## config.mk

```make
export PLATFORM = sky130hd
export DESIGN_NAME = gf2m_power_flat
export DESIGN_NICKNAME = d
export VERILOG_FILES = /design/src/rtl/gfp_pkg.sv /design/src/rtl/gfp_req_if.sv /design/src/rtl/gfp_rsp_if.sv /design/src/rtl/gfp_mul.sv /design/src/rtl/gfp_dp.sv /design/src/rtl/gfp_seq.sv /design/src/rtl/gf2m_power.sv /design/src/flat_wrapper.sv
export SDC_FILE = /design/constraint.sdc
export NUM_CORES = 1
export LEC_CHECK = 0
export BUFFER_PORTS_ARGS = -buffer_cell sky130_fd_sc_hd__buf_2
export CAP_MARGIN = 30
export CORE_MARGIN = 3
export CORE_UTILIZATION = 35
export CTS_CLUSTER_DIAMETER = 80
export DETAILED_ROUTE_END_ITERATION = 6
export HOLD_SLACK_MARGIN = 0.12
export MAX_ROUTING_LAYER = met4
export PLACE_DENSITY_LB_ADDON = 0.08
export SLEW_MARGIN = 30
export SYNTH_ARGS = -nofsm -noshare
export SYNTH_HDL_FRONTEND = slang
export SYNTH_SLANG_ARGS = --single-unit
```

## constraint.sdc

```tcl
create_clock -name clk -period 21.9 [get_ports clk]
set_input_delay 3.285 -clock clk [delete_from_list [all_inputs] [get_ports clk]]
set_output_delay 3.285 -clock clk [all_outputs]
set_load 0.005 [all_outputs]
```

## src/rtl/gfp_pkg.sv

```systemverilog
`timescale 1ns / 1ps

package gfp_pkg;

	localparam int MAX_DEGREE = 16;
	localparam int MIN_DEGREE = 2;
	localparam int DEG_W      = 5;
	localparam int ELEM_W     = 16;
	localparam int EXP_W      = 31;
	localparam int POLY_W     = ELEM_W + 1;
	localparam int DIGIT_W    = 8;
	localparam int PC_W       = 4;

	localparam logic [DEG_W-1:0] DEG_RESET  = 5'd8;
	localparam logic [DEG_W-1:0] DEG_NARROW = 5'(DIGIT_W);

	typedef logic [ELEM_W-1:0]  elem_t;
	typedef logic [EXP_W-1:0]   exp_t;
	typedef logic [POLY_W-1:0]  poly_t;
	typedef logic [DEG_W-1:0]   deg_t;
	typedef logic [DIGIT_W-1:0] digit_t;
	typedef logic [PC_W-1:0]    pc_t;
	typedef logic [3:0]         op_t;
	typedef logic [3:0]         cond_t;

	// datapath operations
	localparam op_t OP_NOP    = 4'd0;
	localparam op_t OP_LOAD   = 4'd1;
	localparam op_t OP_XRES   = 4'd2;
	localparam op_t OP_FOLD   = 4'd3;
	localparam op_t OP_FIX    = 4'd4;
	localparam op_t OP_MUL_LO = 4'd5;
	localparam op_t OP_MUL_HI = 4'd6;
	localparam op_t OP_SHIFT  = 4'd7;
	localparam op_t OP_EMIT   = 4'd8;

	// jump conditions
	localparam cond_t C_NEVER       = 4'd0;
	localparam cond_t C_ALWAYS      = 4'd1;
	localparam cond_t C_NO_REQ      = 4'd2;
	localparam cond_t C_E_ZERO      = 4'd3;
	localparam cond_t C_X_ZERO      = 4'd4;
	localparam cond_t C_E_WIDE      = 4'd5;
	localparam cond_t C_BIT0_CLR    = 4'd6;
	localparam cond_t C_NARROW      = 4'd7;
	localparam cond_t C_E_LAST      = 4'd8;
	localparam cond_t C_OUT_BLOCKED = 4'd9;

	// program steps
	localparam pc_t ST_IDLE  = 4'd0;
	localparam pc_t ST_EZ    = 4'd1;
	localparam pc_t ST_XZ    = 4'd2;
	localparam pc_t ST_FOLD  = 4'd3;
	localparam pc_t ST_FIX   = 4'd4;
	localparam pc_t ST_CHK   = 4'd5;
	localparam pc_t ST_BIT   = 4'd6;
	localparam pc_t ST_MR_LO = 4'd7;
	localparam pc_t ST_MR_HI = 4'd8;
	localparam pc_t ST_SHIFT = 4'd9;
	localparam pc_t ST_MS_LO = 4'd10;
	localparam pc_t ST_MS_HI = 4'd11;
	localparam pc_t ST_FIN   = 4'd12;
	localparam pc_t PROG_LAST = ST_FIN;

	typedef struct packed {
		op_t   op;
		logic  dst_sq;
		cond_t cond;
		pc_t   target;
	} ucode_t;

	typedef struct packed {
		op_t  op;
		logic dst_sq;
	} ctl_t;

	typedef struct packed {
		logic e_zero;
		logic x_zero;
		logic e_wide;
		logic bit0_clr;
		logic e_last;
		logic narrow;
		logic out_blocked;
	} stat_t;

	function automatic ucode_t ucode(input pc_t pc);
		ucode_t u;
		u = '{op: OP_NOP, dst_sq: 1'b0, cond: C_NEVER, target: ST_IDLE};
		case (pc)
			ST_IDLE:  u = '{op: OP_LOAD,   dst_sq: 1'b0, cond: C_NO_REQ,      target: ST_IDLE};
			ST_EZ:    u = '{op: OP_NOP,    dst_sq: 1'b0, cond: C_E_ZERO,      target: ST_FIN};
			ST_XZ:    u = '{op: OP_XRES,   dst_sq: 1'b0, cond: C_X_ZERO,      target: ST_FIN};
			ST_FOLD:  u = '{op: OP_FOLD,   dst_sq: 1'b0, cond: C_E_WIDE,      target: ST_FOLD};
			ST_FIX:   u = '{op: OP_FIX,    dst_sq: 1'b0, cond: C_NEVER,       target: ST_IDLE};
			ST_CHK:   u = '{op: OP_NOP,    dst_sq: 1'b0, cond: C_E_ZERO,      target: ST_FIN};
			ST_BIT:   u = '{op: OP_NOP,    dst_sq: 1'b0, cond: C_BIT0_CLR,    target: ST_SHIFT};
			ST_MR_LO: u = '{op: OP_MUL_LO, dst_sq: 1'b0, cond: C_NARROW,      target: ST_SHIFT};
			ST_MR_HI: u = '{op: OP_MUL_HI, dst_sq: 1'b0, cond: C_NEVER,       target: ST_IDLE};
			ST_SHIFT: u = '{op: OP_SHIFT,  dst_sq: 1'b0, cond: C_E_LAST,      target: ST_FIN};
			ST_MS_LO: u = '{op: OP_MUL_LO, dst_sq: 1'b1, cond: C_NARROW,      target: ST_BIT};
			ST_MS_HI: u = '{op: OP_MUL_HI, dst_sq: 1'b1, cond: C_ALWAYS,      target: ST_BIT};
			ST_FIN:   u = '{op: OP_EMIT,   dst_sq: 1'b0, cond: C_OUT_BLOCKED, target: ST_FIN};
			default:  u = '{op: OP_NOP,    dst_sq: 1'b0, cond: C_ALWAYS,      target: ST_IDLE};
		endcase
		return u;
	endfunction

	function automatic poly_t field_poly(input deg_t m);
		poly_t p;
		p = 17'o7;
		case (m)
			5'd2:    p = 17'o7;
			5'd3:    p = 17'o13;
			5'd4:    p = 17'o23;
			5'd5:    p = 17'o45;
			5'd6:    p = 17'o103;
			5'd7:    p = 17'o203;
			5'd8:    p = 17'o435;
			5'd9:    p = 17'o1041;
			5'd10:   p = 17'o2011;
			5'd11:   p = 17'o4005;
			5'd12:   p = 17'o10123;
			5'd13:   p = 17'o20033;
			5'd14:   p = 17'o42103;
			5'd15:   p = 17'o100003;
			5'd16:   p = 17'o210013;
			default: p = 17'o7;
		endcase
		return p;
	endfunction

endpackage

```

## src/rtl/gfp_req_if.sv

```systemverilog
`timescale 1ns / 1ps

interface gfp_req_if;
	logic            valid;
	logic            ready;
	gfp_pkg::elem_t  base;
	gfp_pkg::exp_t   exponent;

	modport source (output valid, base, exponent, input ready);
	modport sink   (input valid, base, exponent, output ready);
endinterface

```

## src/rtl/gfp_rsp_if.sv

```systemverilog
`timescale 1ns / 1ps

interface gfp_rsp_if;
	logic            valid;
	logic            ready;
	gfp_pkg::elem_t  power;

	modport source (output valid, power, input ready);
	modport sink   (input valid, power, output ready);
endinterface

```

## src/rtl/gfp_mul.sv

```systemverilog
`timescale 1ns / 1ps

// one digit of a shift-and-add field multiply
module gfp_mul (
	input  gfp_pkg::deg_t   m,
	input  gfp_pkg::poly_t  poly,
	input  gfp_pkg::elem_t  acc_in,
	input  gfp_pkg::elem_t  a_in,
	input  gfp_pkg::digit_t digit,
	output gfp_pkg::elem_t  acc_out,
	output gfp_pkg::elem_t  a_out
);

	always_comb begin
		gfp_pkg::elem_t acc;
		gfp_pkg::poly_t a;
		acc = acc_in;
		a   = {1'b0, a_in};
		for (int k = 0; k < gfp_pkg::DIGIT_W; k++) begin
			if (digit[k]) begin
				acc = acc ^ a[gfp_pkg::ELEM_W-1:0];
			end
			a = {a[gfp_pkg::POLY_W-2:0], 1'b0};
			if (a[m]) begin
				a = a ^ poly;
			end
		end
		acc_out = acc;
		a_out   = a[gfp_pkg::ELEM_W-1:0];
	end

endmodule

```

## src/rtl/gfp_dp.sv

```systemverilog
`timescale 1ns / 1ps

module gfp_dp (
	input  logic            clk,
	input  logic            arst_n,
	input  gfp_pkg::ctl_t   ctl,
	input  gfp_pkg::deg_t   m,
	input  gfp_pkg::poly_t  poly,
	input  logic            req_valid,
	input  gfp_pkg::elem_t  base,
	input  gfp_pkg::exp_t   exponent,
	input  logic            rsp_ready,
	output logic            rsp_valid,
	output gfp_pkg::elem_t  power,
	output gfp_pkg::stat_t  stat
);

	gfp_pkg::elem_t res_q, sq_q, acc_q, ap_q, power_q;
	gfp_pkg::exp_t  e_q;
	logic           out_valid_q;

	gfp_pkg::poly_t mask_w;
	gfp_pkg::elem_t mask;
	gfp_pkg::exp_t  e_hi, e_lo, fold_sum;
	gfp_pkg::elem_t opa, mul_acc_in, mul_a_in, mul_acc, mul_a;
	gfp_pkg::digit_t mul_digit;
	logic           is_hi, narrow, blocked;

	assign mask_w   = (gfp_pkg::POLY_W'(1) << m) - gfp_pkg::POLY_W'(1);
	assign mask     = mask_w[gfp_pkg::ELEM_W-1:0];
	assign e_hi     = e_q >> m;
	assign e_lo     = e_q & gfp_pkg::EXP_W'(mask);
	assign fold_sum = e_hi + e_lo;
	assign narrow   = (m <= gfp_pkg::DEG_NARROW);
	assign blocked  = out_valid_q && !rsp_ready;

	assign is_hi      = (ctl.op == gfp_pkg::OP_MUL_HI);
	assign opa        = ctl.dst_sq ? sq_q : res_q;
	assign mul_acc_in = is_hi ? acc_q : '0;
	assign mul_a_in   = is_hi ? ap_q : opa;
	assign mul_digit  = is_hi ? sq_q[gfp_pkg::ELEM_W-1:gfp_pkg::DIGIT_W]
	                          : sq_q[gfp_pkg::DIGIT_W-1:0];

	gfp_mul u_mul (
		.m       (m),
		.poly    (poly),
		.acc_in  (mul_acc_in),
		.a_in    (mul_a_in),
		.digit   (mul_digit),
		.acc_out (mul_acc),
		.a_out   (mul_a)
	);

	always_ff @(posedge clk) begin
		case (ctl.op)
			gfp_pkg::OP_LOAD: begin
				if (req_valid) begin
					e_q   <= exponent;
					sq_q  <= base & mask;
					res_q <= gfp_pkg::ELEM_W'(1);
				end
			end
			gfp_pkg::OP_XRES: begin
				res_q <= (sq_q == '0) ? '0 : gfp_pkg::ELEM_W'(1);
			end
			gfp_pkg::OP_FOLD: begin
				e_q <= fold_sum;
			end
			gfp_pkg::OP_FIX: begin
				if (e_q == gfp_pkg::EXP_W'(mask)) begin
					e_q <= '0;
				end
			end
			gfp_pkg::OP_MUL_LO: begin
				acc_q <= mul_acc;
				ap_q  <= mul_a;
				if (narrow) begin
					if (ctl.dst_sq) begin
						sq_q <= mul_acc;
					end else begin
						res_q <= mul_acc;
					end
				end
			end
			gfp_pkg::OP_MUL_HI: begin
				if (ctl.dst_sq) begin
					sq_q <= mul_acc;
				end else begin
					res_q <= mul_acc;
				end
			end
			gfp_pkg::OP_SHIFT: begin
				e_q <= e_q >> 1;
			end
			default: begin
			end
		endcase
	end

	always_ff @(posedge clk or negedge arst_n) begin
		if (!arst_n) begin
			out_valid_q <= 1'b0;
		end else if (ctl.op == gfp_pkg::OP_EMIT && !blocked) begin
			out_valid_q <= 1'b1;
		end else if (rsp_ready) begin
			out_valid_q <= 1'b0;
		end
	end

	always_ff @(posedge clk) begin
		if (ctl.op == gfp_pkg::OP_EMIT && !blocked) begin
			power_q <= res_q & mask;
		end
	end

	assign rsp_valid = out_valid_q;
	assign power     = power_q;

	assign stat.e_zero      = (e_q == '0);
	assign stat.x_zero      = (sq_q == '0);
	assign stat.e_wide      = (e_hi != '0);
	assign stat.bit0_clr    = !e_q[0];
	assign stat.e_last      = (e_q[gfp_pkg::EXP_W-1:1] == '0);
	assign stat.narrow      = narrow;
	assign stat.out_blocked = blocked;

endmodule

```

## src/rtl/gfp_seq.sv

```systemverilog
`timescale 1ns / 1ps

module gfp_seq (
	input  logic           clk,
	input  logic           arst_n,
	input  logic           req_valid,
	input  gfp_pkg::stat_t stat,
	output gfp_pkg::ctl_t  ctl,
	output logic           idle
);

	gfp_pkg::pc_t    pc_q, pc_next;
	gfp_pkg::ucode_t uc;
	logic            take;

	assign uc = gfp_pkg::ucode(pc_q);

	always_comb begin
		case (uc.cond)
			gfp_pkg::C_NEVER:       take = 1'b0;
			gfp_pkg::C_ALWAYS:      take = 1'b1;
			gfp_pkg::C_NO_REQ:      take = !req_valid;
			gfp_pkg::C_E_ZERO:      take = stat.e_zero;
			gfp_pkg::C_X_ZERO:      take = stat.x_zero;
			gfp_pkg::C_E_WIDE:      take = stat.e_wide;
			gfp_pkg::C_BIT0_CLR:    take = stat.bit0_clr;
			gfp_pkg::C_NARROW:      take = stat.narrow;
			gfp_pkg::C_E_LAST:      take = stat.e_last;
			gfp_pkg::C_OUT_BLOCKED: take = stat.out_blocked;
			default:                take = 1'b1;
		endcase
	end

	always_comb begin
		if (take) begin
			pc_next = uc.target;
		end else if (pc_q == gfp_pkg::PROG_LAST) begin
			pc_next = gfp_pkg::ST_IDLE;
		end else begin
			pc_next = pc_q + gfp_pkg::PC_W'(1);
		end
	end

	always_ff @(posedge clk or negedge arst_n) begin
		if (!arst_n) begin
			pc_q <= gfp_pkg::ST_IDLE;
		end else begin
			pc_q <= pc_next;
		end
	end

	assign ctl.op     = uc.op;
	assign ctl.dst_sq = uc.dst_sq;
	assign idle       = (pc_q == gfp_pkg::ST_IDLE);

endmodule

```

## src/rtl/gf2m_power.sv

```systemverilog
`timescale 1ns / 1ps

// gf2m_power: x**e in GF(2^m), m set by cfg_wdata (2..16, reset 8).
// req carries base and exponent; rsp returns power, both valid/ready.
// A request is taken only while the sequencer sits at its idle step;
// one request is in work at a time.
// From request to result: fold passes reduce the exponent mod 2^m-1
// (one m-bit add per cycle), then per exponent bit one test, one
// shift and up to two field products on the single shared multiplier;
// each product uses the low-digit step alone for m <= 8 and the low-
// and high-digit steps for m > 8. A zero exponent or a zero base goes
// straight to the final step.
// The result lands in an output register; the sequencer holds at its
// final step while that register is full and rsp.ready is low, and the
// next request is taken once the result has moved into it.
// Reset clears the sequencer and the output valid and sets m to 8.
// cfg writes are allowed only while no request is in flight.
module gf2m_power (
	input  logic              clk,
	input  logic              arst_n,
	input  logic              cfg_we,
	input  gfp_pkg::deg_t     cfg_wdata,
	gfp_req_if.sink           req,
	gfp_rsp_if.source         rsp
);

	gfp_pkg::deg_t  ext_degree_q;
	gfp_pkg::deg_t  m;
	gfp_pkg::poly_t poly;
	gfp_pkg::ctl_t  ctl;
	gfp_pkg::stat_t stat;
	logic           idle;

	always_ff @(posedge clk or negedge arst_n) begin
		if (!arst_n) begin
			ext_degree_q <= gfp_pkg::DEG_RESET;
		end else if (cfg_we) begin
			ext_degree_q <= cfg_wdata;
		end
	end

	always_comb begin
		if (ext_degree_q < gfp_pkg::DEG_W'(gfp_pkg::MIN_DEGREE)) begin
			m = gfp_pkg::DEG_W'(gfp_pkg::MIN_DEGREE);
		end else if (ext_degree_q > gfp_pkg::DEG_W'(gfp_pkg::MAX_DEGREE)) begin
			m = gfp_pkg::DEG_W'(gfp_pkg::MAX_DEGREE);
		end else begin
			m = ext_degree_q;
		end
	end

	assign poly      = gfp_pkg::field_poly(m);
	assign req.ready = idle;

	gfp_seq u_seq (
		.clk       (clk),
		.arst_n    (arst_n),
		.req_valid (req.valid),
		.stat      (stat),
		.ctl       (ctl),
		.idle      (idle)
	);

	gfp_dp u_dp (
		.clk       (clk),
		.arst_n    (arst_n),
		.ctl       (ctl),
		.m         (m),
		.poly      (poly),
		.req_valid (req.valid),
		.base      (req.base),
		.exponent  (req.exponent),
		.rsp_ready (rsp.ready),
		.rsp_valid (rsp.valid),
		.power     (rsp.power),
		.stat      (stat)
	);

`ifndef SYNTHESIS
	a_leave_idle: assert property (@(posedge clk) disable iff (!arst_n)
		req.valid && req.ready |=> !req.ready)
		else $error("sequencer stayed idle after taking a request");

	a_ready_fall: assert property (@(posedge clk) disable iff (!arst_n)
		$fell(req.ready) |-> $past(req.valid))
		else $error("request ready dropped without a request");

	a_power_range: assert property (@(posedge clk) disable iff (!arst_n)
		rsp.valid |-> ((32'(rsp.power) >> m) == 32'd0))
		else $error("result has bits at or above the field degree");
`endif

endmodule
```

## src/flat_wrapper.sv

```systemverilog
// flat-port wrapper written by rule: the top's interface ports become plain ports
module gf2m_power_flat 
  (clk, arst_n, cfg_we, cfg_wdata, req_valid, req_base, req_exponent, req_ready, rsp_valid, rsp_power, rsp_ready);
  gfp_req_if req_i ();
  gfp_rsp_if rsp_i ();
  input  logic clk;
  input  logic arst_n;
  input  logic cfg_we;
  input  gfp_pkg::deg_t cfg_wdata;
  input wire logic [$bits(req_i.valid)-1:0] req_valid;
  input wire logic [$bits(req_i.base)-1:0] req_base;
  input wire logic [$bits(req_i.exponent)-1:0] req_exponent;
  output wire logic [$bits(req_i.ready)-1:0] req_ready;
  output wire logic [$bits(rsp_i.valid)-1:0] rsp_valid;
  output wire logic [$bits(rsp_i.power)-1:0] rsp_power;
  input wire logic [$bits(rsp_i.ready)-1:0] rsp_ready;
  assign req_i.valid = req_valid;
  assign req_i.base = req_base;
  assign req_i.exponent = req_exponent;
  assign req_ready = req_i.ready;
  assign rsp_valid = rsp_i.valid;
  assign rsp_power = rsp_i.power;
  assign rsp_i.ready = rsp_ready;
  gf2m_power u_core (.clk(clk), .arst_n(arst_n), .cfg_we(cfg_we), .cfg_wdata(cfg_wdata), .req(req_i), .rsp(rsp_i));
endmodule
```

# == Word level (Yosys, flattened, before mapping) ==
# Memory sizes are Yosys's and may differ from the RTL's.
# Cells that the tools add are included.
# word_totals
register_bits,121
latchBits,0
ramBits,0
mem_bits_ro,720
output_inout_bits,18
n_memories,2
# mem_list
name,depth,word_bits,read_ports,rd_ports_with_merged_regs,wr,line,source
(name not given),32,16,1,0,0,gfp_pkg.sv:112,case (m)
(name not given),16,13,1,0,0,gfp_pkg.sv:90,case (pc)
# classes
addsub,3
multipliers,0
div,0
magnitude_cmp,4
n_eq_ne,21
shift,2
mux,55
bitwise_logic,19
reduce_logical,19
# ops
operator,n
16-bit two-way mux,25
16-bit XOR,16
31-bit case mux with 4 select lines,1
16-bit case mux with 4 select lines,1
31-bit two-way mux,2
16-bit case mux with 3 select lines,1
1-bit binary-select mux with 5-bit select,8
16-bit AND,2
"4-bit by 3-bit == test with 1-bit output, second input constant",8
31-bit adder,1
31-bit by 16-bit AND with 31-bit output,1
31-bit by 16-bit == test with 1-bit output,1
31-bit zero test,1
31-bit nonzero test,1
31-bit by 5-bit >> shifter with 31-bit output,1
30-bit zero test,1
"4-bit by 2-bit == test with 1-bit output, second input constant",4
"4-bit == test, second input constant",4
16-bit zero test,1
"1-bit by 5-bit << shifter with 16-bit output, first input constant",1
"16-bit by 2-bit subtractor with 16-bit output, second input constant",1
1-bit two-way mux,11
5-bit two-way mux,2
1-bit case mux with 9 select lines,1
other kinds (16),27

# == Longest topological paths before layout ==
# logic_depth
word_depth,29
ltp_mapped,44

# == Cells and area by module ==
# Synthesis repeated with hierarchy kept, for this count alone.
# hier_totals
hier_cells,2147
hier_area_um2,17265.3
# by_module_without_submodules
module,instances,cells_each,area_each_um2,seq_area_each_um2
gfp_dp,1,825,8500.7,3358.2
gfp_mul,1,1184,7637.3,0.0
gfp_seq,1,78,625.6,100.1
gf2m_power,1,60,501.7,126.4

# == Worst setup path before layout ==
# Ideal clock, no wire load.
# synth_timing
kind,reg-to-reg
start,register u_core.ext_degree_q[4]
end,"register u_core.u_dp.ap_q[2], data pin"
setup_time_ns,0.268
arrival_time_ns,10.117
required_time_ns,21.632
slack_ns,11.515
path_stages_with_launch,41
path_buffers,8
path_cell_list,dfrtp_1 > clkbuf_1 > clkbuf_1 > nor2_1 > inv_2 > buf_1 > clkbuf_1 > ha_1 > clkbuf_1 > nand2_1 > nor2_1 > nand3_1 > o221ai_1 > a221o_2 > nor2_4 > a211oi_4 > mux2_1 > o31a_1 > [5 not listed] > buf_2 > nor4_1 > nor2_4 > xnor2_2 > a222oi_1 > o211ai_2 > a21boi_4 > mux2_4 > o31ai_1 > and3b_2 > and2_1 > buf_4 > mux2i_1 > o2111ai_2 > and2_4 > buf_6 > o41ai_2 > a211oi_2
# synth_between
elab_chain_len,27
elab_cells_between_ends,37
# synth_lines
element,line,source
from (decl),gf2m_power.sv:27,gfp_pkg::deg_t ext_degree_q;
from (signal assigned),gf2m_power.sv:36,ext_degree_q <= gfp_pkg::DEG_RESET;
from (signal assigned),gf2m_power.sv:38,ext_degree_q <= cfg_wdata;
5-bit > comparator,gf2m_power.sv:45,end else if (ext_degree_q > gfp_pkg::DEG_W'(gfp_pkg::MAX_DEGREE)) begin
5-bit two-way mux,gf2m_power.sv:45,
5-bit two-way mux (*),gf2m_power.sv:43,if (ext_degree_q < gfp_pkg::DEG_W'(gfp_pkg::MIN_DEGREE)) begin
memory 32 x 16 bit or 1-bit binary-select mux with 5-bit select (tied branches),--,
16-bit XOR or 1-bit two-way mux (tied branches),"gfp_mul.sv:25, gfp_mul.sv:24",
16-bit two-way mux,gfp_mul.sv:24,if (a[m]) begin
1-bit binary-select mux with 5-bit select,gfp_mul.sv:24,
1-bit two-way mux (not written as such),gfp_mul.sv:24,
[12 not listed],--,
16-bit two-way mux,gfp_mul.sv:24,
1-bit binary-select mux with 5-bit select,gfp_mul.sv:24,
1-bit two-way mux (not written as such),gfp_mul.sv:24,
16-bit two-way mux,gfp_mul.sv:24,
1-bit binary-select mux with 5-bit select,gfp_mul.sv:24,
1-bit two-way mux (not written as such),gfp_mul.sv:24,
16-bit two-way mux (*),gfp_mul.sv:24,
net u_core.u_dp.mul_a[2],gfp_dp.sv:25,"gfp_pkg::elem_t opa, mul_acc_in, mul_a_in, mul_acc, mul_a;"
to (signal assigned),gfp_dp.sv:76,ap_q <= mul_a;
to (decl),gfp_dp.sv:18,"gfp_pkg::elem_t res_q, sq_q, acc_q, ap_q, power_q;"
# Mark *: on every way through the listed nets, which the timed path passes. The rest lies on a longest branch. The select of a mux whose other input is x is not followed.
# A chain may end at the register's enable or synchronous reset.

# == Worst setup path after layout ==
# layout_timing
start,register u_core.ext_degree_q[3]
end,"register u_core.u_dp.sq_q[5], data pin"
# layout_between
elab_chain_len,29
elab_cells_between_ends,54
# layout_lines
element,line,source
5-bit > comparator,gf2m_power.sv:45,
5-bit two-way mux,gf2m_power.sv:45,
5-bit two-way mux (*),gf2m_power.sv:43,
memory 32 x 16 bit or 1-bit binary-select mux with 5-bit select (tied branches),--,
16-bit XOR or 1-bit two-way mux (tied branches),"gfp_mul.sv:25, gfp_mul.sv:24",
16-bit two-way mux,gfp_mul.sv:24,
1-bit binary-select mux with 5-bit select,gfp_mul.sv:24,
1-bit two-way mux (not written as such),gfp_mul.sv:24,
[13 not listed],--,
1-bit binary-select mux with 5-bit select,gfp_mul.sv:24,
1-bit two-way mux (not written as such),gfp_mul.sv:24,
16-bit two-way mux,gfp_mul.sv:24,
16-bit XOR,gfp_mul.sv:21,acc = acc ^ a[gfp_pkg::ELEM_W-1:0];
16-bit two-way mux,gfp_mul.sv:20,if (digit[k]) begin
16-bit two-way mux,"gfp_dp.sv:78, gfp_dp.sv:86",
16-bit two-way mux,gfp_dp.sv:77,if (narrow) begin
16-bit case mux with 3 select lines (*),gfp_dp.sv:55,case (ctl.op)
to (signal assigned),gfp_dp.sv:59,sq_q <= base & mask;
to (signal assigned),gfp_dp.sv:79,sq_q <= mul_acc;
to (signal assigned),gfp_dp.sv:87,sq_q <= mul_acc;
to (decl),gfp_dp.sv:18,
# Mark *: on every way between the ends. The rest lies on a longest branch, timed or not. The select of a mux whose other input is x is not followed.

==> impl_metrics.env <==
export IMPL_synth_edf_count=111
export IMPL_clk_path_buf_depth=2
export IMPL_clkSinkCount=121
export IMPL_setup_viol=0
export IMPL_yosys_top_cells_area="edfxtp_1, xnor2_1, nor2_1"
export IMPL_status="completed"
export IMPL_wire_per_inst_um=32.0
export IMPL_pre_cts_ws_ps=8450
export IMPL_clock_latency_ps=460
export IMPL_skew_ps=14.1
export IMPL_ys_warn_count=0
export IMPL_rsz0062_at_grt="false"
export IMPL_setup_slack_ps=7940
export IMPL_cts_buffers=17
export IMPL_path_delay_family="simple AND/OR/NAND/NOR gates"
export IMPL_grt_max_degree=50
export IMPL_gr_total_overflow=0
export IMPL_crit_slowest_cell="nor4_1"
export IMPL_critPathMostFrequentCell="nor4_1"
export IMPL_area_growth_pct=11.4
export IMPL_gp_congestion=1.03
export IMPL_synth_top_area_cell="edfxtp_1"
export IMPL_syn_inst=2109
export IMPL_worst_pin_slew_ps=1060
export IMPL_cp_arrival_ps=14140
export IMPL_postCtsSetupBuffers=0
export IMPL_grt_pass1_vias=16780
export IMPL_criticalPathCategory="reg2reg"
export IMPL_htreeDepth=4
export IMPL_die_h_um=222
export IMPL_worst_path_buf_inv=3
export IMPL_slew_headroom_pct=28.9
export IMPL_io_pins=75
export IMPL_ys_ff_latch=121
export IMPL_wl_um=88500
export IMPL_fin_setup_tns_ps=0
export IMPL_root_buffer="clkbuf_16"
export IMPL_grt_total_usage_pct=36.1
export IMPL_vias=17832
export IMPL_worst_endpoint_required_ps=22090
export IMPL_ys_seq_area_share_pct=22.0
export IMPL_antenna_found_initial=1
export IMPL_ys_types=123
export IMPL_period_share_pct=63.7
export IMPL_die_w_um=222
export IMPL_cp_slowest_stage_delay_ps=720
export IMPL_async_reset_ff_share_pct=8.26
export IMPL_cp_start_kind="register"
export IMPL_cts_tree="yes"
export IMPL_port_buffers=74
export IMPL_synthFlopType="edfxtp_1"
export IMPL_row_count=78
export IMPL_nets=2253
export IMPL_clock_fmax_ghz=0.0717
export IMPL_drv_slew=0
export IMPL_path_clk_slew_ps=70
export IMPL_dr_pass1_iters=6
export IMPL_maxCapViolCount=0
export IMPL_syn_area_um2=16300
export IMPL_endpoint_kind="register"
export IMPL_post_cts_resized=0
export IMPL_start_util_pct=35.6
export IMPL_grt_pass1_wl_um=127000
export IMPL_r2r_setup_slack_ps=7940
export IMPL_core_area_um2=45700
export IMPL_crit_fanout=49
export IMPL_drive_gt1_share_pct=13.6
export IMPL_synth_top_area_share_pct=20.5
export IMPL_avgSynthCellArea_um2=7.72
export IMPL_vias_per_cell=6.45
export IMPL_final_hold_viol_count=0
export IMPL_final_antenna_net_count=0
export IMPL_post_route_drc_count=0
export IMPL_ctsHoldBuffers=0
export IMPL_hold_path_class="reg2reg"
export IMPL_period_minus_slack_ps=13960
export IMPL_fillCellCount=4894
export IMPL_syn_nets=2210
export IMPL_dieArea_um2=49100
export IMPL_drt_iter0_markers=2268
export IMPL_dp_hpwl_um=68100
-- final timing paths --
| check | start | endpoint | cells after the start |
|---|---|---|---|
| worst max-delay path | u_core.ext_degree_q[3]$_DFFE_PN1P_ | u_core.u_dp.sq_q[5]$_DFFE_PP_ | 35 |
| worst min-delay path | u_core.u_dp.rsp_valid$_DFFE_PN0P_ | u_core.u_dp.rsp_valid$_DFFE_PN0P_ | 2 |
| worst max register to register | u_core.ext_degree_q[3]$_DFFE_PN1P_ | u_core.u_dp.sq_q[5]$_DFFE_PP_ | 35 |
| worst min register to register | u_core.u_dp.rsp_valid$_DFFE_PN0P_ | u_core.u_dp.rsp_valid$_DFFE_PN0P_ | 2 |
| max in group asynchronous | arst_n | u_core.ext_degree_q[3]$_DFFE_PN1P_ | 1 |
| min in group asynchronous | arst_n | u_core.u_dp.rsp_valid$_DFFE_PN0P_ | 1 |
-- worst register-to-register path: cells and delay by family (launching register included) --
| family | cells | cell delay [ps] |
|---|---|---|
| DFF | 1 | 510 |
| and+or+nand+nor | 13 | 5140 |
| adders and majority gates | 1 | 310 |
| buffers and inverters | 3 | 1680 |
| xor gates and xnor gates | 2 | 670 |
| muxes | 2 | 540 |
| AOI/OAI and AO/OA | 14 | 4830 |
-- logic make-up after synthesis --
family	Yosys count	synth area share, %
multiplexers	98	6.09
XOR/XNOR	256	13.8
flip-flops	121	22.0
adder cells (fa/ha/maj)	44	3.43
AND/OR/NAND/NOR	884	26.6
buffers and inverters	171	4.44
AO/OA/AOI/OAI	535	23.6
-- metal layers --
metal  vias up  share of wire (%)  track usage, %
met1      8831                 45            51.3
met2      1004                 42            50.8
met4         0                3.6            12.1
met5         -                  0               -
li1       7843                  -               -
met3       154                9.3            7.37
-- registers in the layout, summed over array words and instances (netlist names) --
signal                 flops
u_core.u_dp.e_q           31
u_core.u_dp.res_q         16
u_core.u_seq.pc_q          4
u_core.u_dp.acc_q         16
u_core.u_dp.power         16
u_core.u_dp.sq_q          16
u_core.u_dp.rsp_valid      1
u_core.ext_degree_q        5
u_core.u_dp.ap_q          16
-- synthesized netlist by cell type, types with 37 or more instances --
cell / n
nor2_1: 254
nand2_1: 236
xnor2_1: 198
edfxtp_1: 111
a21oi_1: 108
clkbuf_1: 97
o21ai_0: 93
mux2i_1: 92
nor3_1: 75
xor2_1: 57
nand3_1: 56
and2_1: 53
ha_1: 43
a211oi_1: 37
-- placed cells by master, fill, tap and decap left out, drive strengths merged, types with 24 or more instances in the layout --
| master | instances |
|---|---|
| nor2 | 259 |
| nand2 | 237 |
| xnor2 | 199 |
| buf | 154 |
| o21ai | 116 |
| a21oi | 114 |
| edfxtp | 111 |
| mux2i | 92 |
| nor3 | 83 |
| xor2 | 57 |
| nand3 | 57 |
| and2 | 54 |
| ha | 43 |
| inv | 43 |
| a211oi | 40 |
| nor4 | 38 |
| a22oi | 32 |
| nand4 | 25 |
| nor2b | 24 |
-- layout make-up --
type | instances | area, um2 | share of cell area (%)
Multi-Input combinational cell | 1817 | 12100 | 66.5
Sequential cell | 121 | 3590 | 19.8
Timing Repair Buffer | 156 | 1000 | 5.52
Tap cell | 600 | 751 | 4.14
Clock buffer | 17 | 425 | 2.34
Clock inverter | 15 | 168 | 0.924
Inverter | 39 | 146 | 0.807
Antenna cell | 1 | 2.50 | 0.0138
-- per-stage QoR --
step / cells / hold WS [ps] / instance area (um2) / utilization [%]
after floorplan: 2109 / 501 / 16300 / -
after global placement: 2731 / 505 / 17500 / 38.3
after detailed placement: 2731 / 519 / 17500 / 38.3
after CTS: 2763 / 538 / 18100 / 39.6
after global routing: 2765 / 573 / 18100 / 39.7
final: 2766 / 527 / 18100 / 39.7
Power is left out: the tool's default activity adds up to more than one toggle a clock period on the data nets, which glitch-free logic cannot reach.
